==> src/rtl/core/dual_wheel_quadrature_pi_speed_control_unit_assert.svh <==
// Assertion macros shared by the speed control RTL.
// Each macro expects clk and rst_n in the scope where it is used.
`ifndef DUAL_WHEEL_QUADRATURE_PI_SPEED_CONTROL_UNIT_ASSERT_SVH
`define DUAL_WHEEL_QUADRATURE_PI_SPEED_CONTROL_UNIT_ASSERT_SVH
`ifndef SYNTHESIS
`define DWQ_ASSERT(lbl, prop, msg) \
  lbl: assert property (@(posedge clk) disable iff (!rst_n) prop) else $error(msg);
`define DWQ_NEVER(lbl, cond, msg) \
  lbl: assert property (@(posedge clk) disable iff (!rst_n) !(cond)) else $error(msg);
`else
`define DWQ_ASSERT(lbl, prop, msg)
`define DWQ_NEVER(lbl, cond, msg)
`endif
`endif

==> src/rtl/core/dwqpi_pkg.sv <==
// Types, constants and helper functions of the dual wheel speed controller.
// No dependencies; the front end, queue, back end and top module import this package.
package dwqpi_pkg;

  localparam int FRAC_BITS   = 16;
  localparam int PULSE_WIDTH = 16;
  localparam int QDEPTH      = 2;
  localparam int QPTR_W      = 1;
  localparam int MUL_A_W     = 34;
  localparam int MUL_B_W     = 33;
  localparam int PROD_W      = MUL_A_W + MUL_B_W;
  localparam int WIDE_W      = PROD_W + 1;
  localparam int T_W         = PROD_W - FRAC_BITS;
  localparam int DIV_STEPS   = 16;
  localparam int DIV_CNT_W   = 4;
  localparam int CFG_IDX_W   = 3;
  localparam int CFG_DATA_W  = 32;

  localparam logic signed [PULSE_WIDTH:0] PULSE_MAX =
    $signed((PULSE_WIDTH+1)'((64'd1 << (PULSE_WIDTH-1)) - 64'd1));
  // The bitwise complement of the largest value is the most negative one.
  localparam logic signed [PULSE_WIDTH:0] PULSE_MIN = ~PULSE_MAX;

  localparam logic signed [WIDE_W-1:0] SAT_MAX = WIDE_W'(64'sd2147483647);
  localparam logic signed [WIDE_W-1:0] SAT_MIN = ~SAT_MAX;

  typedef enum logic [CFG_IDX_W-1:0] {
    REG_PWM_PERIOD, REG_SPEED_SCALE, REG_REF_SCALE, REG_GAIN_G,
    REG_GAIN_CG, REG_ANTIWINDUP_GAIN, REG_SPEED_LIMIT, REG_BRAKE_DELAY
  } cfg_reg_t;

  localparam logic [15:0] RST_PWM_PERIOD      = 16'd1000;
  localparam logic [31:0] RST_SPEED_SCALE     = 32'd65536;
  localparam logic [31:0] RST_REF_SCALE       = 32'd230031;
  localparam logic [31:0] RST_GAIN_G          = 32'd65536;
  localparam logic [31:0] RST_GAIN_CG         = 32'd0;
  localparam logic [31:0] RST_ANTIWINDUP_GAIN = 32'd0;
  localparam logic [30:0] RST_SPEED_LIMIT     = 31'd655360;
  localparam logic [15:0] RST_BRAKE_DELAY     = 16'd75;

  typedef struct packed {
    logic [15:0] pwm_period;
    logic [31:0] speed_scale;
    logic [31:0] ref_scale;
    logic [31:0] gain_g;
    logic [31:0] gain_cg;
    logic [31:0] antiwindup_gain;
    logic [30:0] speed_limit;
    logic [15:0] brake_delay;
  } cfg_t;

  typedef enum logic {ITEM_SAMPLE = 1'b0, ITEM_CONTROL = 1'b1} item_kind_t;

  typedef struct packed {
    item_kind_t        kind;
    logic signed [2:0] d_left;
    logic signed [2:0] d_right;
    logic signed [7:0] sp_left;
    logic signed [7:0] sp_right;
  } q_entry_t;

  typedef enum logic [3:0] {
    S_IDLE, S_SPD, S_REF, S_ERR, S_GE, S_CGE, S_DRV,
    S_AW, S_DMUL, S_DLOAD, S_DIV, S_DONE
  } ctl_state_t;

  function automatic logic signed [31:0] sat32(input logic signed [WIDE_W-1:0] x);
    logic signed [WIDE_W-1:0] y;
    y = x;
    if (x > SAT_MAX) y = SAT_MAX;
    if (x < SAT_MIN) y = SAT_MIN;
    return y[31:0];
  endfunction

  // 4x quadrature decode of one wheel, counted in the left wheel's sense.
  function automatic logic signed [2:0] decode(input logic pa, input logic pb,
                                               input logic a, input logic b);
    logic signed [2:0] d;
    d = 3'sd0;
    if (!pa && a) d = b ? d + 3'sd1 : d - 3'sd1;
    if (pa && !a) d = b ? d - 3'sd1 : d + 3'sd1;
    if (!pb && b) d = a ? d - 3'sd1 : d + 3'sd1;
    if (pb && !b) d = a ? d + 3'sd1 : d - 3'sd1;
    return d;
  endfunction

endpackage

==> src/rtl/core/dwqpi_fifo.sv <==
// Two-entry queue of classified work items between front and back end.
// Depends on dwqpi_pkg and the assertion macro header.
`include "dual_wheel_quadrature_pi_speed_control_unit_assert.svh"
module dwqpi_fifo (
  input  logic                clk,
  input  logic                rst_n,
  input  logic                push,
  input  dwqpi_pkg::q_entry_t wr_data,
  input  logic                pop,
  output dwqpi_pkg::q_entry_t rd_data,
  output logic                full,
  output logic                empty
);
  import dwqpi_pkg::*;

  q_entry_t          mem_r [QDEPTH];
  logic [QPTR_W-1:0] wr_ptr_r, rd_ptr_r;
  logic [QPTR_W:0]   cnt_r;

  assign full    = (cnt_r == (QPTR_W+1)'(QDEPTH));
  assign empty   = (cnt_r == '0);
  assign rd_data = mem_r[rd_ptr_r];

  always_ff @(posedge clk) begin
    if (push) begin
      mem_r[wr_ptr_r] <= wr_data;
    end
  end

  always_ff @(posedge clk) begin
    if (!rst_n) begin
      wr_ptr_r <= '0;
      rd_ptr_r <= '0;
      cnt_r    <= '0;
    end else begin
      if (push) wr_ptr_r <= wr_ptr_r + 1'b1;
      if (pop)  rd_ptr_r <= rd_ptr_r + 1'b1;
      cnt_r <= cnt_r + (QPTR_W+1)'(push) - (QPTR_W+1)'(pop);
    end
  end

  `DWQ_NEVER(a_q_overflow, push && full, "queue written while full")
  `DWQ_NEVER(a_q_underflow, pop && empty, "queue read while empty")
  `DWQ_ASSERT(a_q_count, cnt_r <= (QPTR_W+1)'(QDEPTH), "queue count beyond depth")
endmodule

==> config.mk <==
export PLATFORM = sky130hd
export DESIGN_NAME = dwqpi_fifo
export DESIGN_NICKNAME = d
export VERILOG_FILES = /design/src/rtl/core/dwqpi_pkg.sv /design/src/rtl/core/dwqpi_fifo.sv
export VERILOG_INCLUDE_DIRS = /design/src /design/src/rtl/core
export SDC_FILE = /design/constraint.sdc
export NUM_CORES = 1
export LEC_CHECK = 0
export ABC_AREA = 1
export BUFFER_PORTS_ARGS = -buffer_cell sky130_fd_sc_hd__buf_2
export CAP_MARGIN = 20
export CORE_UTILIZATION = 54
export CTS_CLUSTER_DIAMETER = 30
export DETAILED_ROUTE_END_ITERATION = 12
export GPL_ROUTABILITY_DRIVEN = 1
export PLACE_DENSITY_LB_ADDON = 0.1
export SYNTH_ARGS = -nofsm -noshare
export SYNTH_HDL_FRONTEND = slang
export SYNTH_SLANG_ARGS = --single-unit
==> constraint.sdc <==
create_clock -name clk -period 3.7 [get_ports clk]
set_clock_uncertainty 0.1 [all_clocks]
set_input_delay 0.74 -clock clk [delete_from_list [all_inputs] [get_ports clk]]
set_output_delay 0.74 -clock clk [all_outputs]
set_load 0.01 [all_outputs]
==> results.json, run 1 <==
{
  "status": "completed",
  "drive_above_1_share": 0.506,
  "syn-num-nets": 133,
  "drc": 0,
  "clk_latency_ps": 360,
  "fmax_mhz": 365,
  "cts_tree": "yes",
  "vias": 1008,
  "finalMaxSlewViolations": 0,
  "wire_per_inst_um": 12.5,
  "yosysSeqAreaShare": 0.785,
  "r2r-end": "mem_r[1][8]$_DFFE_PP_",
  "synth_top_area_cell": "edfxtp_1",
  "area_delta_synth_final_pct": 18.8,
  "cts_buffers": 5,
  "grt.overflow.total": 0,
  "tightest_slew_ps": 984,
  "synth-seq-cells": 51,
  "syn-cell-area_um2": 1890,
  "syn_inst": 104,
  "synth.top_cell.area_share": 0.732,
  "postCtsHoldBufs": 0,
  "rows": 21,
  "nFillCells": 263,
  "ir_drop_v": 0.000276,
  "dp_cells": 200,
  "core_um2": 3340,
  "synth.distinct_cells": 10,
  "final_common_cell": "buf_2",
  "clock_path_buffers": 2,
  "cts_max_level": 2,
  "worstHoldPathCells": 2,
  "r2r_cells": 2,
  "post-dp-hpwl_mm": 1.75,
  "cellLeakagePower_nw": 0.890,
  "grt_setup_unrepaired": "false",
  "min_period_over_period": 0.740,
  "grtUsageTotal": 0.149,
  "critical_path.max_fanout": 23,
  "cts.sinks": 51,
  "max_cap_violations": 0,
  "setup_viol_count_final": 0,
  "final_hold_viol_count": 0,
  "r2r_setup_slack_ps": 2110,
  "first_global_vias": 926,
  "hold_path.class": "reg2reg",
  "place_congestion": 0.653,
  "worstPathRequired_ps": 2860,
  "final.setup.tns_ps": 0,
  "instances_no_fill": 208,
  "post-route-min-period_ps": 2740,
  "synthTopCellsByArea": "edfxtp_1 (73%), mux2_2 (14%), dfxtp_1 (5.3%)",
  "port-buffer-count": 51,
  "die-area_um2": 3740,
  "yosysWarnings": 0,
  "power_density_nw_per_um2": 460,
  "grt_max_degree": 24,
  "endpoint_kind": "output pin",
  "nets": 190,
  "worstPathArrival_ps": 1900,
  "crit_end": "rd_data[4]",
  "fp.dieH_um": 61.1,
  "clkTransAtPathRegs_ps": 120,
  "cts_setup_buffers": 0,
  "drt_iter0_markers": 23,
  "die_w_um": 61.1,
  "grt_first_pass_wirelength_mm": 3.73,
  "ant_nets": 0,
  "r2r_start": "wr_ptr_r$_SDFFE_PN0P_",
  "n_antenna_cell": 0,
  "wl_mm": 2.61,
  "antenna_found_initial": 0,
  "via_per_inst": 4.85,
  "slew_headroom": 0.343,
  "start_util": 0.566,
  "cts.repair.resized": 0,
  "drt_pre_antenna_iters": 3,
  "crit_type": "reg2out",
  "io_pins": 52,
  "syn_avg_cell_area_um2": 18.2,
  "layout_common_cells": "buf_2 (51), edfxtp_1 (46), mux2_2 (23), nor2_1 (8), nand2_1 (8)",
  "cts_root_buf": "clkbuf_4",
  "startpoint_type": "flop"
}
-- final cells by class --
type                    count  area, um^2  area share
flip-flops and latches     51        1480       0.661
multi-input cells          44         360       0.161
repair buffers             52         263       0.117
well taps                  46        57.6      0.0257
clock buffers               6        41.3      0.0184
inverters                   7        26.3      0.0117
clock inverters             2        12.5     0.00558
-- per-layer routing --
layer  vias up  part of all wire  routed length [um]  GRT usage
met3         5             0.053                 139     0.0483
met1       477              0.42                1100      0.152
met5         -                 0                   0          0
li1        494                 -                   -          -
met4         0             0.019                  49     0.0877
met2        32              0.51                1320      0.266
-- metrics by stage --
step	hold WS (ps)	instance area (um^2)	util	power, mW	worst slack, ps
floorplan	363	1890	-	0.760	1440
global placement	377	2190	0.656	0.808	1300
detailed placement	401	2190	0.656	0.813	1310
CTS	423	2240	0.672	1.04	895
global route	435	2240	0.672	1.08	797
finish	424	2240	0.672	1.03	961
-- how the worst min path moves through the flow --
| stage | endpoint | slack [ps] | startpoint |
|---|---|---|---|
| 3_5_place_dp | flop | 400 | rd_ptr_r$_SDFFE_PN0P_ |
| 2_1_floorplan | flop | 360 | rd_ptr_r$_SDFFE_PN0P_ |
| 5_1_grt | mem_r[1][14]$_DFFE_PP_ | 440 | wr_data[14] |
| 3_3_place_gp | rd_ptr_r$_SDFFE_PN0P_ | 380 | rd_ptr_r$_SDFFE_PN0P_ |
| 6_report | wr_ptr_r$_SDFFE_PN0P_ | 420 | wr_ptr_r$_SDFFE_PN0P_ |
| 4_1_cts | wr_ptr_r$_SDFFE_PN0P_ | 420 | wr_ptr_r$_SDFFE_PN0P_ |
-- cell usage after synthesis (all sizes together) --
master,number
a21oi,1
buf,2
dfxtp,5
edfxtp,46
ha,2
inv,7
mux2,23
nand2,8
nand3,1
nor2,9
-- state kept, by name (all words and copies together), names as in the netlist, named ones only --
register,cells
wr_ptr_r,1
cnt_r,2
mem_r,46
rd_ptr_r,1
-- critical path, stage by stage (launching register included) --
cell and delay [ps]:
dfxtp_1 990, mux2_2 420, buf_2 140
-- report_power, final --
group	switching, mW	internal, mW	total [mW]
logic	0.0593	0.0586	0.118
registers	0.0156	0.664	0.679
clock network	0.160	0.0740	0.234
total	0.235	0.796	1.03
-- logic make-up (layout without fill, tap and decap cells) --
| logic type | after synthesis | count (layout) | synth area share |
|---|---|---|---|
| multiplexers | 23 | 23 | 0.137 |
| buffers and inverters | 9 | 67 | 0.0258 |
| AO/OA/AOI/OAI | 1 | 1 | 0.00265 |
| flip-flops | 51 | 51 | 0.785 |
| adder cells (fa/ha/maj) | 2 | 2 | 0.0133 |
| AND/OR/NAND/NOR | 18 | 18 | 0.0364 |
(Power assumes the default switching activity.)
==> run 2: changes to the inputs <==
Settings changed: CORE_UTILIZATION 54 to 51.
Clock period 3.7 ns to 2.76 ns, I/O delays scaled along.
==> run 2 against run 1 <==
Against the previous run:
- worst setup slack got worse by 400 ps
- critical path depth grew 1
- largest cell class unchanged
- die area increased by 5.7%
- clock-buffer cell count is 1 lower
==> results.json, run 2 (synthesized netlist as in run 1, its figures left out) <==
{
  "cellLeakagePower_nw": 0.930,
  "fp.dieH_um": 62.8,
  "cts_buffers": 5,
  "ir_drop_v": 0.000341,
  "post-route-min-period_ps": 2200,
  "wire_per_inst_um": 13.3,
  "setup_viol_count_final": 0,
  "grtUsageTotal": 0.165,
  "core_um2": 3440,
  "cts_root_buf": "clkbuf_8",
  "grt_setup_unrepaired": "false",
  "final_hold_viol_count": 0,
  "critical_path.max_fanout": 16,
  "place_congestion": 0.626,
  "power_density_nw_per_um2": 672,
  "drt_iter0_markers": 24,
  "antenna_found_initial": 0,
  "min_period_over_period": 0.799,
  "grt.overflow.total": 0,
  "max_cap_violations": 0,
  "rows": 21,
  "start_util": 0.549,
  "post-dp-hpwl_mm": 1.98,
  "cts_max_level": 2,
  "clk_latency_ps": 290,
  "ant_nets": 0,
  "hold_path.class": "in2reg",
  "nFillCells": 257,
  "endpoint_kind": "output pin",
  "area_delta_synth_final_pct": 23.1,
  "clkTransAtPathRegs_ps": 80,
  "final.setup.tns_ps": 0,
  "crit_type": "reg2out",
  "via_per_inst": 4.79,
  "grt_first_pass_wirelength_mm": 4.77,
  "worstPathRequired_ps": 2110,
  "final_common_cell": "buf_2",
  "drt_pre_antenna_iters": 4,
  "drive_above_1_share": 0.518,
  "largest_reg_flops": 46,
  "cts.sinks": 51,
  "wl_mm": 2.80,
  "r2r_setup_slack_ps": 1340,
  "drc": 0,
  "place_area_um2": 2220,
  "io_pins": 52,
  "die-area_um2": 3950,
  "startpoint_type": "flop",
  "layout_common_cells": "buf_2 (51), edfxtp_1 (46), mux2_2 (23), nor2_1 (8), nand2_1 (8)",
  "fmax_mhz": 454,
  "clock_path_buffers": 2,
  "top_regs": "mem_r (46), cnt_r (2)",
  "fin_area_um2": 2320,
  "postCtsHoldBufs": 0,
  "regMostFlops": "mem_r",
  "first_global_vias": 1068,
  "finalMaxSlewViolations": 0,
  "slew_headroom": 0.735,
  "tightest_slew_ps": 398,
  "cts_setup_buffers": 0,
  "status": "completed",
  "nets": 192,
  "worstPathArrival_ps": 1550,
  "n_antenna_cell": 0,
  "vias": 1005,
  "cts_tree": "yes",
  "port-buffer-count": 51,
  "grt_max_degree": 24,
  "die_w_um": 62.8,
  "cts.repair.resized": 0
}
run 2: cell count changes in the layout (fill, tap and decap cells not counted):
| cell | before | now |
|---|---|---|
| buf_4 | 1 | 2 |
| clkinv_4 | 1 | 0 |
| clkbuf_4 | 5 | 0 |
| buf_12 | 0 | 1 |
| clkbuf_8 | 0 | 5 |
| clkinv_2 | 0 | 1 |
| clkbuf_1 | 1 | 0 |
| bufinv_16 | 0 | 1 |
run 2: routing by layer:
layer  vias to the layer above  wire (um)  GRT usage
li1                        497          -          -
met5                         -          0          0
met2                        34       1450      0.277
met3                         2        163     0.0602
met4                         0         19     0.0698
met1                       472       1170      0.190
run 2: cell type report:
class | count | area [um^2] | share of cell area
Clock buffer | 5 | 68.8 | 0.0296
Clock inverter | 3 | 38.8 | 0.0167
Inverter | 7 | 26.3 | 0.0113
Multi-Input combinational cell | 44 | 360 | 0.155
Sequential cell | 51 | 1480 | 0.638
Tap cell | 46 | 57.6 | 0.0248
Timing Repair Buffer | 54 | 290 | 0.125
run 2: worst paths after layout:
kind	from	end	depth (start not counted)
worst min-delay path	wr_data[19]	mem_r[0][19]$_DFFE_PP_	1
worst max-delay path	flop	rd_data[15]	3
worst max register to register	wr_ptr_r$_SDFFE_PN0P_	mem_r[0][10]$_DFFE_PP_	2
worst min register to register	rd_ptr_r$_SDFFE_PN0P_	rd_ptr_r$_SDFFE_PN0P_	2
run 2: worst max-delay path: stages (launching register included):
cell     delay [ps]
dfxtp_1         570
buf_12          210
mux2_2          340
buf_2           140
run 2: power by group:
group	switching, mW	internal [mW]
clock	0.219	0.265
sequential	0.0160	0.889
combinational	0.0871	0.0837
total	0.322	1.24
run 2: through the flow:
step	std cells	util	setup slack, ps	total power, mW	hold slack, ps
5_1_grt	210	0.675	464	1.63	326
6_report	210	0.675	556	1.56	345
3_5_place_dp	202	0.644	873	1.10	393
2_1_floorplan	104	-	691	1.02	363
3_3_place_gp	202	0.644	898	1.09	379
4_1_cts	210	0.675	539	1.58	330
