$ cat src/rtl/core/dual_wheel_quadrature_pi_speed_control_unit_assert.svh
// Assertion macros shared by the speed control RTL.
// Each macro expects clk and rst_n in the scope where it is used.
`ifndef DUAL_WHEEL_QUADRATURE_PI_SPEED_CONTROL_UNIT_ASSERT_SVH
`define DUAL_WHEEL_QUADRATURE_PI_SPEED_CONTROL_UNIT_ASSERT_SVH
`ifndef SYNTHESIS
`define DWQ_ASSERT(lbl, prop, msg) \
  lbl: assert property (@(posedge clk) disable iff (!rst_n) prop) else $error(msg);
`define DWQ_NEVER(lbl, cond, msg) \
  lbl: assert property (@(posedge clk) disable iff (!rst_n) !(cond)) else $error(msg);
`else
`define DWQ_ASSERT(lbl, prop, msg)
`define DWQ_NEVER(lbl, cond, msg)
`endif
`endif

$ cat src/rtl/core/dwqpi_pkg.sv
// Types, constants and helper functions of the dual wheel speed controller.
// No dependencies; the front end, queue, back end and top module import this package.
package dwqpi_pkg;

  localparam int FRAC_BITS   = 16;
  localparam int PULSE_WIDTH = 16;
  localparam int QDEPTH      = 2;
  localparam int QPTR_W      = 1;
  localparam int MUL_A_W     = 34;
  localparam int MUL_B_W     = 33;
  localparam int PROD_W      = MUL_A_W + MUL_B_W;
  localparam int WIDE_W      = PROD_W + 1;
  localparam int T_W         = PROD_W - FRAC_BITS;
  localparam int DIV_STEPS   = 16;
  localparam int DIV_CNT_W   = 4;
  localparam int CFG_IDX_W   = 3;
  localparam int CFG_DATA_W  = 32;

  localparam logic signed [PULSE_WIDTH:0] PULSE_MAX =
    $signed((PULSE_WIDTH+1)'((64'd1 << (PULSE_WIDTH-1)) - 64'd1));
  // The bitwise complement of the largest value is the most negative one.
  localparam logic signed [PULSE_WIDTH:0] PULSE_MIN = ~PULSE_MAX;

  localparam logic signed [WIDE_W-1:0] SAT_MAX = WIDE_W'(64'sd2147483647);
  localparam logic signed [WIDE_W-1:0] SAT_MIN = ~SAT_MAX;

  typedef enum logic [CFG_IDX_W-1:0] {
    REG_PWM_PERIOD, REG_SPEED_SCALE, REG_REF_SCALE, REG_GAIN_G,
    REG_GAIN_CG, REG_ANTIWINDUP_GAIN, REG_SPEED_LIMIT, REG_BRAKE_DELAY
  } cfg_reg_t;

  localparam logic [15:0] RST_PWM_PERIOD      = 16'd1000;
  localparam logic [31:0] RST_SPEED_SCALE     = 32'd65536;
  localparam logic [31:0] RST_REF_SCALE       = 32'd230031;
  localparam logic [31:0] RST_GAIN_G          = 32'd65536;
  localparam logic [31:0] RST_GAIN_CG         = 32'd0;
  localparam logic [31:0] RST_ANTIWINDUP_GAIN = 32'd0;
  localparam logic [30:0] RST_SPEED_LIMIT     = 31'd655360;
  localparam logic [15:0] RST_BRAKE_DELAY     = 16'd75;

  typedef struct packed {
    logic [15:0] pwm_period;
    logic [31:0] speed_scale;
    logic [31:0] ref_scale;
    logic [31:0] gain_g;
    logic [31:0] gain_cg;
    logic [31:0] antiwindup_gain;
    logic [30:0] speed_limit;
    logic [15:0] brake_delay;
  } cfg_t;

  typedef enum logic {ITEM_SAMPLE = 1'b0, ITEM_CONTROL = 1'b1} item_kind_t;

  typedef struct packed {
    item_kind_t        kind;
    logic signed [2:0] d_left;
    logic signed [2:0] d_right;
    logic signed [7:0] sp_left;
    logic signed [7:0] sp_right;
  } q_entry_t;

  typedef enum logic [3:0] {
    S_IDLE, S_SPD, S_REF, S_ERR, S_GE, S_CGE, S_DRV,
    S_AW, S_DMUL, S_DLOAD, S_DIV, S_DONE
  } ctl_state_t;

  function automatic logic signed [31:0] sat32(input logic signed [WIDE_W-1:0] x);
    logic signed [WIDE_W-1:0] y;
    y = x;
    if (x > SAT_MAX) y = SAT_MAX;
    if (x < SAT_MIN) y = SAT_MIN;
    return y[31:0];
  endfunction

  // 4x quadrature decode of one wheel, counted in the left wheel's sense.
  function automatic logic signed [2:0] decode(input logic pa, input logic pb,
                                               input logic a, input logic b);
    logic signed [2:0] d;
    d = 3'sd0;
    if (!pa && a) d = b ? d + 3'sd1 : d - 3'sd1;
    if (pa && !a) d = b ? d - 3'sd1 : d + 3'sd1;
    if (!pb && b) d = a ? d - 3'sd1 : d + 3'sd1;
    if (pb && !b) d = a ? d + 3'sd1 : d - 3'sd1;
    return d;
  endfunction

endpackage

$ cat src/rtl/core/dwqpi_if.sv
// Valid/ready channel interfaces for input items and result items.
// Stand-alone; payload widths follow the item fields.
interface dwqpi_in_if;
  logic              valid;
  logic              ready;
  logic              cmd;
  logic              a_left;
  logic              b_left;
  logic              a_right;
  logic              b_right;
  logic signed [7:0] setpoint_left;
  logic signed [7:0] setpoint_right;
  modport source (output valid, cmd, a_left, b_left, a_right, b_right,
                  setpoint_left, setpoint_right, input ready);
  modport sink (input valid, cmd, a_left, b_left, a_right, b_right,
                setpoint_left, setpoint_right, output ready);
endinterface


$ cat src/rtl/core/dwqpi_front.sv
// Front end: accepts input beats, decodes encoder edges and queues work items.
// Depends on dwqpi_pkg and dwqpi_in_if.
module dwqpi_front (
  input  logic               clk,
  input  logic               rst_n,
  dwqpi_in_if.sink           in_ch,
  input  logic               q_full,
  output logic               q_push,
  output dwqpi_pkg::q_entry_t q_data
);
  import dwqpi_pkg::*;

  logic [3:0] prev_pins_r, prev_pins_nxt;
  logic       take;

  assign in_ch.ready = !q_full;
  assign take        = in_ch.valid && !q_full;
  assign q_push      = take;

  always_comb begin
    q_data.kind     = item_kind_t'(in_ch.cmd);
    q_data.d_left   = decode(prev_pins_r[0], prev_pins_r[1], in_ch.a_left, in_ch.b_left);
    // The right wheel is mounted mirrored, so it counts the other way.
    q_data.d_right  = -decode(prev_pins_r[2], prev_pins_r[3], in_ch.a_right, in_ch.b_right);
    q_data.sp_left  = in_ch.setpoint_left;
    q_data.sp_right = in_ch.setpoint_right;
  end

  always_comb begin
    prev_pins_nxt = prev_pins_r;
    if (take && !in_ch.cmd) begin
      prev_pins_nxt = {in_ch.b_right, in_ch.a_right, in_ch.b_left, in_ch.a_left};
    end
  end

  always_ff @(posedge clk) begin
    if (!rst_n) begin
      prev_pins_r <= '0;
    end else begin
      prev_pins_r <= prev_pins_nxt;
    end
  end
endmodule

$ cat src/flat_wrapper.sv
// flat-port wrapper written by rule: the top's interface ports become plain ports
module dwqpi_front_flat import dwqpi_pkg::*;
  (clk, rst_n, q_full, q_push, q_data, in_ch_valid, in_ch_cmd, in_ch_a_left, in_ch_b_left, in_ch_a_right, in_ch_b_right, in_ch_setpoint_left, in_ch_setpoint_right, in_ch_ready);
  dwqpi_in_if in_ch_i ();
  input  logic clk;
  input  logic rst_n;
  input  logic q_full;
  output logic q_push;
  output dwqpi_pkg::q_entry_t q_data;
  input wire logic [$bits(in_ch_i.valid)-1:0] in_ch_valid;
  input wire logic [$bits(in_ch_i.cmd)-1:0] in_ch_cmd;
  input wire logic [$bits(in_ch_i.a_left)-1:0] in_ch_a_left;
  input wire logic [$bits(in_ch_i.b_left)-1:0] in_ch_b_left;
  input wire logic [$bits(in_ch_i.a_right)-1:0] in_ch_a_right;
  input wire logic [$bits(in_ch_i.b_right)-1:0] in_ch_b_right;
  input wire logic [$bits(in_ch_i.setpoint_left)-1:0] in_ch_setpoint_left;
  input wire logic [$bits(in_ch_i.setpoint_right)-1:0] in_ch_setpoint_right;
  output wire logic [$bits(in_ch_i.ready)-1:0] in_ch_ready;
  assign in_ch_i.valid = in_ch_valid;
  assign in_ch_i.cmd = in_ch_cmd;
  assign in_ch_i.a_left = in_ch_a_left;
  assign in_ch_i.b_left = in_ch_b_left;
  assign in_ch_i.a_right = in_ch_a_right;
  assign in_ch_i.b_right = in_ch_b_right;
  assign in_ch_i.setpoint_left = in_ch_setpoint_left;
  assign in_ch_i.setpoint_right = in_ch_setpoint_right;
  assign in_ch_ready = in_ch_i.ready;
  dwqpi_front u_core (.clk(clk), .rst_n(rst_n), .in_ch(in_ch_i), .q_full(q_full), .q_push(q_push), .q_data(q_data));
endmodule
$ cat config.mk
export PLATFORM = sky130hd
export DESIGN_NAME = dwqpi_front_flat
export DESIGN_NICKNAME = d
export VERILOG_FILES = /design/src/rtl/core/dual_wheel_quadrature_pi_speed_control_unit_assert.svh /design/src/rtl/core/dwqpi_pkg.sv /design/src/rtl/core/dwqpi_if.sv /design/src/rtl/core/dwqpi_front.sv /design/src/flat_wrapper.sv
export SDC_FILE = /design/constraint.sdc
export NUM_CORES = 1
export LEC_CHECK = 0
export BUFFER_PORTS_ARGS = -buffer_cell sky130_fd_sc_hd__buf_2
export CELL_PAD_IN_SITES_DETAIL_PLACEMENT = 1
export CELL_PAD_IN_SITES_GLOBAL_PLACEMENT = 2
export CORE_MARGIN = 4
export CORE_UTILIZATION = 24
export CTS_BUF_LIST = sky130_fd_sc_hd__clkbuf_8
export DETAILED_ROUTE_END_ITERATION = 16
export PLACE_DENSITY = 0.85
export REMOVE_ABC_BUFFERS = 1
export SLEW_MARGIN = 20
export SYNTH_ARGS = -nofsm -noshare
export SYNTH_HDL_FRONTEND = slang
export SYNTH_SLANG_ARGS = --single-unit
$ cat constraint.sdc
create_clock -name clk -period 5.55 [get_ports clk]
set_clock_uncertainty 0.15 [all_clocks]
set_input_delay 1.11 -clock clk [delete_from_list [all_inputs] [get_ports clk]]
set_output_delay 1.11 -clock clk [all_outputs]
set_load 0.01 [all_outputs]
==> impl_metrics.ini, run 1 <==
[outcome]
run_status = finished, final reports clean

[cts]
cts_buffers = 3
cts_sinks = 4
ctsLongestPathBuffers = 2
cts_max_level = 1
root_buffer = clkbuf_8
cts_tree = yes
clk_pin_slew_worst_paths_ns = 0.03
post_cts_resized = 0
clk_latency_ns = 0.21
post_cts.repair.setup_buffers = 0
ctsHoldBuffers = 0

[power]
powerDensity_mw_per_mm2 = 195
peakVddDrop_mv = 0.0812
switching_power_mw = 0.0496
combPwrFrac_pct = 42.3
power.internal_mw = 0.107
seqPwrFrac_pct = 20.1
switching_share_pct = 31.6
clkPwrFrac_pct = 37.6
leakagePower_nw = 0.354

[timing]
slew_violations = 0
setup_tns_ns = 0
setup-violations-final = 0
layout_setup_ws_ns = 0.868
finalHoldViolCount = 0
rsz0062_at_grt = no
fmax_ghz = 0.214
relSlewSlack_pct = 68.8
fin_crit_ns = 4.68
period_share_pct = 84.4
tightestPinTransition_ns = 0.467

[global_route]
grt_pass1_wl_um = 2980
grt_use_total_pct = 9.00
grtUsageMet1_pct = 9.27
antenna_found_initial = 0
grt_pass1_vias = 680
grt_use_met3_pct = 6.41
met2_usage_pct = 14.4
grt_max_degree = 11
overflow = 0
top_usage_layer = met2

[place]
port-buffer-count = 17
place_hpwl_um = 1500
place_ws_ns = 0.828
dp.cells = 136
gp_congestion = 0.809

[floorplan]
start_util_pct = 25.4
num_rows = 20
dieArea_mm2 = 0.00423
die_x_um = 65.0
die_y_um = 65.0
core_area_mm2 = 0.00308
pin_count = 50

[yosys]
synth_area_per_cell_um2 = 8.05
yosysMostFrequentCell = buf_4
synth_top_area_share_pct = 16.3
syn_inst = 97
synth_flop_cell = dfxtp_1
yosys-top-cells-area = buf_4, dfxtp_1, xnor2_1
synth_common_cells = buf_4, inv_1, xnor2_1
ys_types = 32
yosysWarnings = 0
ys_ff_latch = 4
async_reset_ff_share_pct = 0
yosysTopAreaCell = buf_4
synth_area_um2 = 781
seq_area_frac_synth_pct = 10.3
synth_edf_count = 0

[final_layout]
area_delta_synth_final_pct = 3.37
final_cells = 139
top_register = u_core.prev_pins_r
drive_gt1_share_pct = 26.3
nNetsFinal = 129
top_regs = u_core.prev_pins_r (4)
largest_reg_flops = 4
n_antenna_cell = 0

[worst_hold_path]
hold_path_class = register to register
whs_path_depth = 2

[setup_path]
crit_chain = buf_2 > inv_1 > ha_1 > xor2_1 > nor2_1 > xnor2_1 > a21o_2 > fa_1 > inv_1 > nand4_1 > a41oi_2 > xnor2_1 > buf_2
r2r_slack_ns = 4.60
reg2reg_depth = 3
cp_max_fo = 9
startpoint_type = primary input
slowest_stage = fa_1
worst_ep_arrival_time_ns = 3.42
critPathMaxStageDelay_ns = 0.40
cp.required_ns = 4.29
crit_type = primary input to primary output
end_kind = primary output

[detailed_routing]
initialDrtViolationCount = 19
vias = 623
drc = 0
wirelength_um = 1770
antenna_left = 0
wl_per_cell_um = 12.7
first_pass_iters = 2
avgViaCountPerCell = 4.48

[run]
max_cap_violations = 0
[stage by stage]
stage          hold slack (ns)  power (mW)  cell area [um^2]  utilization [%]
2_1_floorplan            0.417      0.0777               626                -
3_3_place_gp             0.466      0.0968               766             24.9
3_5_place_dp             0.482      0.0996               766             24.9
4_1_cts                  0.486       0.161               807             26.2
5_1_grt                  0.545       0.171               807             26.2
6_report                 0.483       0.157               807             26.2
[area by class of cell]
| type | count | area [um^2] |
|---|---|---|
| Fill cell | 385 | 2270 |
| Multi-Input combinational cell | 62 | 509 |
| Timing Repair Buffer | 17 | 85.1 |
| Clock buffer | 3 | 41.3 |
| Inverter | 9 | 36.3 |
| Sequential cell | 4 | 80.1 |
| Tap cell | 44 | 55.1 |
[layout by cell type, fill, tap and decap left out, drive strengths merged]
master,n
xnor2,8
o21ai,2
o2bb2ai,1
dfxtp,4
and2,2
xor2,5
mux2i,3
a31o,1
nor3b,2
clkbuf,3
a221oi,2
a31oi,1
or4,1
fa,2
mux2,1
o221ai,1
nand2b,3
nand4b,1
nand2,5
nor2b,7
a21o,2
a41oi,1
nand4,1
nor2,4
inv,9
buf,17
ha,5
o2111ai,1
[power groups by stage]
stage	Combinational, mW	Sequential, mW	Clock, mW
2_1_floorplan	0.0463	0.0314	0
3_3_place_gp	0.0650	0.0319	0
3_5_place_dp	0.0676	0.0320	0
4_1_cts	0.0681	0.0316	0.0610
5_1_grt	0.0754	0.0318	0.0640
6_report	0.0664	0.0316	0.0591
[routing by layer]
layer  wire length [um]  vias up  part of all wire, %
met1                699      290                   39
met5                  0        -                    0
met2                846       34                   48
li1                   -      297                    -
met3                220        2                   12
met4                  4        0                 0.23
[cells by family (layout without fill, tap and decap cells)]
family	count (synthesis)	in the layout	share of synthesized area, %
AO/OA/AOI/OAI	12	12	13.0
XOR/XNOR	13	13	14.6
adder cells (fa/ha/maj)	7	7	13.1
buffers and inverters	31	29	24.5
flip-flops	4	4	10.3
multiplexers	4	4	5.29
AND/OR/NAND/NOR	26	26	19.2
[critical path, delay by kind of cell]
family | cells | cell delay [ns]
AO/OA/AOI/OAI | 2 | 0.45
XOR/XNOR | 3 | 0.42
adder cells (fa/ha/maj) | 2 | 0.77
buffers and inverters | 4 | 0.50
AND/OR/NAND/NOR | 2 | 0.17
[path summary, 6_finish.rpt]
path                                   endpoint                               start
max                                  q_data[18]                       in_ch_a_right
min          u_core.prev_pins_r[1]$_SDFFE_PN0P_  u_core.prev_pins_r[1]$_SDFFE_PN0P_
max reg2reg  u_core.prev_pins_r[2]$_SDFFE_PN0P_  u_core.prev_pins_r[2]$_SDFFE_PN0P_
min reg2reg  u_core.prev_pins_r[1]$_SDFFE_PN0P_  u_core.prev_pins_r[1]$_SDFFE_PN0P_
(Power assumes the default switching activity.)
==> run 2: changes to the inputs <==
- CORE_UTILIZATION: 24 -> 20
- PLACE_DENSITY: 0.85 -> 0.75
- clock period: 5.55 -> 3.87 ns (I/O delays scaled with it)
==> run 2 against run 1 <==
Cell count grew 5.8%; utilization shrank 2.9 points; register-to-register slack lost 1.7 ns; combinational power grew 55%; clock-buffer cell count is the same; setup slack lost 0.73 ns; first-iteration DRC count grew 53%; critical path type unchanged; largest cell class unchanged; largest power group unchanged.
==> impl_metrics.ini, run 2 (synthesized netlist as in run 1, its figures left out) <==
[cts]
cts_buffers = 3
cts_tree = yes
clk_latency_ns = 0.21
ctsLongestPathBuffers = 2
root_buffer = clkbuf_8
ctsHoldBuffers = 0
cts_sinks = 4
cts_max_level = 1
clk_pin_slew_worst_paths_ns = 0.03

[setup_path]
r2r-start = u_core.prev_pins_r[2]$_SDFFE_PN0P_
crit_chain = buf_2 > inv_2 > ha_4 > xor2_1 > nor2_1 > xnor2_1 > a21o_2 > fa_1 > mux2i_1 > ha_1 > xnor2_1 > buf_2
end_kind = primary output
crit_type = primary input to primary output
r2r-end = u_core.prev_pins_r[2]$_SDFFE_PN0P_
slowest_stage = fa_1
crit_end = q_data[18]
cpLargestDelayFamily = adder cells
reg2reg_depth = 3
startpoint = in_ch_a_right
critPathMaxStageDelay_ns = 0.51
cp_max_fo = 3
cp.required_ns = 2.95
worst_ep_arrival_time_ns = 2.81
startpoint_type = primary input
r2r_slack_ns = 2.87
path_depth = 12
worst-path-buf-inv = 3

[outcome]
run_status = finished, final reports clean

[final_layout]
top_register = u_core.prev_pins_r
n_antenna_cell = 0
fill_cells = 457
area_delta_synth_final_pct = 11.1
nNetsFinal = 133
final_cell_mix = buf_2, xnor2_1, nor2b_1, inv_1
top_regs = u_core.prev_pins_r (4)
drive_gt1_share_pct = 33.3
largest_reg_flops = 4
finish.utilization_pct = 23.3
final_common_cell = buf_2

[place]
gp_congestion = 0.809
place_hpwl_um = 1520
place_ws_ns = 0.0219
port-buffer-count = 17

[detailed_routing]
wirelength_um = 1890
avgViaCountPerCell = 4.37
antenna_left = 0
wl_per_cell_um = 12.9
drc = 0
initialDrtViolationCount = 29
vias = 642
first_pass_iters = 4

[worst_hold_path]
hold_path_class = register to register
whs_path_depth = 2
hp-start = u_core.prev_pins_r[1]$_SDFFE_PN0P_

[timing]
fmax_ghz = 0.268
rsz0062_at_grt = yes
setup-violations-final = 0
layout_setup_ws_ns = 0.135
period_share_pct = 96.5
slew_violations = 0
fin_crit_ns = 3.73
finalHoldViolCount = 0
relSlewSlack_pct = 67.5
tightestPinTransition_ns = 0.487

[global_route]
grt_pass1_vias = 695
overflow = 0
grt_use_total_pct = 7.79
grt_max_degree = 11
grt_pass1_wl_um = 3130
antenna_found_initial = 0

[run]
max_cap_violations = 0

[power]
leakagePower_nw = 0.370
peakVddDrop_mv = 0.120
power.total_mw = 0.233
powerDensity_mw_per_mm2 = 269

[floorplan]
die_y_um = 70.5
core_area_mm2 = 0.00372
pin_count = 50
num_rows = 22
die_x_um = 70.5
start_util_pct = 21.0
dieArea_mm2 = 0.00497
run 2: cell types whose count changed in the layout (fill, tap and decap cells not counted):
cell	change
ha_1	-2
inv_1	-2
inv_2	+2
ha_4	+2
buf_4	+4
run 2: area by class of cell:
class / instances / area [um^2] / share of cell area, %
Inverter: 9 / 36.3 / 4.18
Multi-Input combinational cell: 62 / 534 / 61.6
Clock buffer: 3 / 41.3 / 4.76
Tap cell: 48 / 60.1 / 6.93
Timing Repair Buffer: 21 / 115 / 13.3
Sequential cell: 4 / 80.1 / 9.24
run 2: power by group:
part | internal (mW) | switching [mW] | total (mW) | leakage, nW
registers | 0.0430 | 0.00251 | 0.0455 | 0.0325
clock network | 0.0660 | 0.0186 | 0.0847 | 0.0216
logic | 0.0502 | 0.0529 | 0.103 | 0.316
total | 0.159 | 0.0741 | 0.233 | 0.370
run 2: tightest hold or removal path: cells and delay by family (launching register included):
kind / cells / cell delay, ns
flops: 1 / 0.37
mux: 1 / 0.15
simple gates: 1 / 0.06
run 2: per-stage QoR:
stage	hold WS [ns]	cell area (um^2)	instances	setup TNS, ns
5_1_grt	0.524	867	147	-0.0338
4_1_cts	0.477	842	147	0
6_report	0.481	867	147	0
3_3_place_gp	0.465	801	144	0
2_1_floorplan	0.417	626	75	0
3_5_place_dp	0.472	801	144	0
run 2: metal layers:
layer	vias up	GRT usage, %	wire, um
met3	0	6.33	229
met2	39	11.7	910
met4	0	1.28	0
met1	296	8.62	753
met5	-	0	0
li1	307	-	-
run 2: repair_timing:
action	CTS	global route
resized for setup	0	4
endpoints found under the hold margin	0	0
buffers inserted	0	0
endpoints found under the setup margin	0	3
run 2: worst min-delay path by stage:
stage	end	slack, ns
after floorplan	u_core.prev_pins_r[1]$_SDFFE_PN0P_	0.42
after global placement	u_core.prev_pins_r[1]$_SDFFE_PN0P_	0.47
after detailed placement	u_core.prev_pins_r[1]$_SDFFE_PN0P_	0.47
after CTS	u_core.prev_pins_r[1]$_SDFFE_PN0P_	0.48
after global routing	u_core.prev_pins_r[1]$_SDFFE_PN0P_	0.52
final	u_core.prev_pins_r[1]$_SDFFE_PN0P_	0.48
==> run 3: changes to the inputs <==
- ABC_AREA: unset -> 1
- CORE_UTILIZATION: 20 -> 18
- PLACE_DENSITY: 0.75 -> 0.74
==> run 3 against run 2 <==
Global-route usage increased by 0.53 points; total power up 9.6%; wire length grew 20%; clock power is 4.3% higher; cell area increased by 4.3%; via count grew 23%; largest cell class unchanged; critical endpoint unchanged; hold slack got worse by 0.12 ns; sequential power about the same.
==> impl_metrics.ini, run 3 <==
[final_layout]
final_common_cell = nand2_1
finish.utilization_pct = 21.8
top_register = u_core.prev_pins_r
final_cell_mix = nand2_1, inv_1, buf_2, o21ai_0
n_antenna_cell = 0
largest_reg_flops = 4
drive_gt1_share_pct = 34.6
area_delta_synth_final_pct = 13.9
nNetsFinal = 167
top_regs = u_core.prev_pins_r (4)

[cts]
cts_buffers = 3
clk_latency_ns = 0.22
cts_max_level = 1
cts_sinks = 4
ctsHoldBuffers = 0
ctsLongestPathBuffers = 2
cts_tree = yes
clk_pin_slew_worst_paths_ns = 0.03
root_buffer = clkbuf_8

[yosys]
ys_ff_latch = 4
synth_compound_area_share_pct = 10.9
yosys.area_share.simple_pct = 33.7
async_reset_ff_share_pct = 0
yosysMostFrequentCell = inv_1
synth_top_area_share_pct = 16.1
synth_area_um2 = 795
yosysTopAreaCell = buf_4
synthMuxAreaShare_pct = 0
syn_inst = 128
synthAdderAreaFrac_pct = 12.9
synth_flop_cell = dfxtp_1
synth_common_cells = inv_1, nand2_1, buf_4
synth_area_per_cell_um2 = 6.21
synth_edf_count = 0
synth_xor_area_share_pct = 3.15
seq_area_frac_synth_pct = 10.1
ys_types = 21
yosysWarnings = 0
synth_top_family_by_area = simple AND/OR/NAND/NOR gates
yosys-top-cells-area = buf_4, inv_1, nand2_1

[timing]
period_share_pct = 95.9
tightestPinTransition_ns = 0.293
fmax_ghz = 0.269
slew_violations = 0
finalHoldViolCount = 0
setup_tns_ns = 0
fin_crit_ns = 3.71
relSlewSlack_pct = 80.2
setup-violations-final = 0

[detailed_routing]
initialDrtViolationCount = 15
wl_per_cell_um = 12.4
dr_wl_met2_um = 1230
wirelength_um = 2270
avgViaCountPerCell = 4.33
vias = 792
top_layer = met3
wl_met1_um = 860
route.met3.wl_um = 173
antenna_left = 0
first_pass_iters = 4
drc = 0

[setup_path]
end_kind = primary output
cp.required_ns = 2.95
startpoint_type = primary input
crit_type = primary input to primary output
worst_ep_arrival_time_ns = 2.79
cp_max_fo = 5

[power]
switching_power_mw = 0.0969
seqPwrFrac_pct = 17.8
power.internal_mw = 0.159
peakVddDrop_mv = 0.109
clkPwrFrac_pct = 34.5
combPwrFrac_pct = 47.7
powerDensity_mw_per_mm2 = 283
leakagePower_nw = 0.466
switching_share_pct = 37.9

[global_route]
antenna_found_initial = 0
overflow = 0
grt_pass1_vias = 829
grt_pass1_wl_um = 3610
grt_use_total_pct = 8.31
grt_max_degree = 9

[worst_hold_path]
hold_path_class = register to register

[floorplan]
die_x_um = 74.4
num_rows = 23
die_y_um = 74.4
dieArea_mm2 = 0.00554
core_area_mm2 = 0.00414
start_util_pct = 19.2
pin_count = 50

[outcome]
run_status = finished, final reports clean

[place]
place_hpwl_um = 1880
port-buffer-count = 17
gp_congestion = 0.725

[run]
max_cap_violations = 0
## run 3: changes by cell type in the layout (fill, tap and decap cells not counted), moves of 5 or more
cell / before / now
nand2_1: 5 / 25
inv_1: 6 / 23
xnor2_1: 8 / 0
nor2b_1: 7 / 0
nand3_1: 0 / 6
a21oi_1: 0 / 5
nand2_2: 0 / 5
o21ai_0: 2 / 7
## run 3: critical path, cell delays in order
cell,delay [ns]
clkbuf_4,0.14
ha_2,0.19
inv_1,0.05
nand2_1,0.06
nand2_2,0.14
nand3_2,0.11
nand2_2,0.09
nand3_1,0.08
nand3_2,0.09
inv_2,0.04
fa_1,0.44
o21ai_2,0.13
ha_2,0.19
inv_1,0.04
nand2_1,0.06
nand2_1,0.04
buf_2,0.13
## run 3: routing by layer
metal	track usage [%]	up-vias
met5	0	-
met4	2.96	0
met3	4.46	0
met2	14.0	32
met1	8.78	371
li1	-	389
## run 3: timing repair
action	in CTS	in global routing
resized for setup	1	12
pin swaps	0	7
setup buffers	0	1
endpoints found under the setup margin	1	3
## run 3: layout make-up
class / count / area (um^2)
clock buffers: 3 / 41.3
well taps: 50 / 62.6
flip-flops and latches: 4 / 80.1
multi-input cells: 79 / 513
inverters: 28 / 105
repair buffers: 19 / 103
fillers: 548 / 3240
## run 3: power groups by stage
stage / combinational [mW] / clock (mW) / sequential (mW)
floorplan: 0.0768 / 0 / 0.0458
global placement: 0.107 / 0 / 0.0461
detailed placement: 0.114 / 0 / 0.0461
CTS: 0.115 / 0.0919 / 0.0456
global route: 0.139 / 0.0924 / 0.0459
finish: 0.122 / 0.0883 / 0.0455
## run 3: through the flow
stage	instance area, um^2	std cells	hold slack [ns]	setup WS, ns	total power, mW
final	905	183	0.357	0.158	0.256
after global routing	905	183	0.389	-0.00977	0.277
after CTS	863	182	0.362	0.00594	0.252
after detailed placement	822	179	0.354	-0.0376	0.160
after global placement	822	179	0.342	0.0849	0.153
after floorplan	667	111	0.313	0.387	0.123
## run 3: cell families after synthesis
group | Yosys count
XOR/XNOR | 2
buffers and inverters | 45
adder cells (fa/ha/maj) | 7
AO/OA/AOI/OAI | 16
flip-flops | 4
AND/OR/NAND/NOR | 54
## run 3: path summary, 6_finish.rpt
check | from | end | slack [ns] | depth (start not counted)
max reg2reg | u_core.prev_pins_r[2]$_SDFFE_PN0P_ | u_core.prev_pins_r[2]$_SDFFE_PN0P_ | 3.10 | 2
max | in_ch_a_right | q_data[18] | 0.16 | 17
min | u_core.prev_pins_r[1]$_SDFFE_PN0P_ | u_core.prev_pins_r[1]$_SDFFE_PN0P_ | 0.36 | 2
min reg2reg | u_core.prev_pins_r[1]$_SDFFE_PN0P_ | u_core.prev_pins_r[1]$_SDFFE_PN0P_ | 0.36 | 2
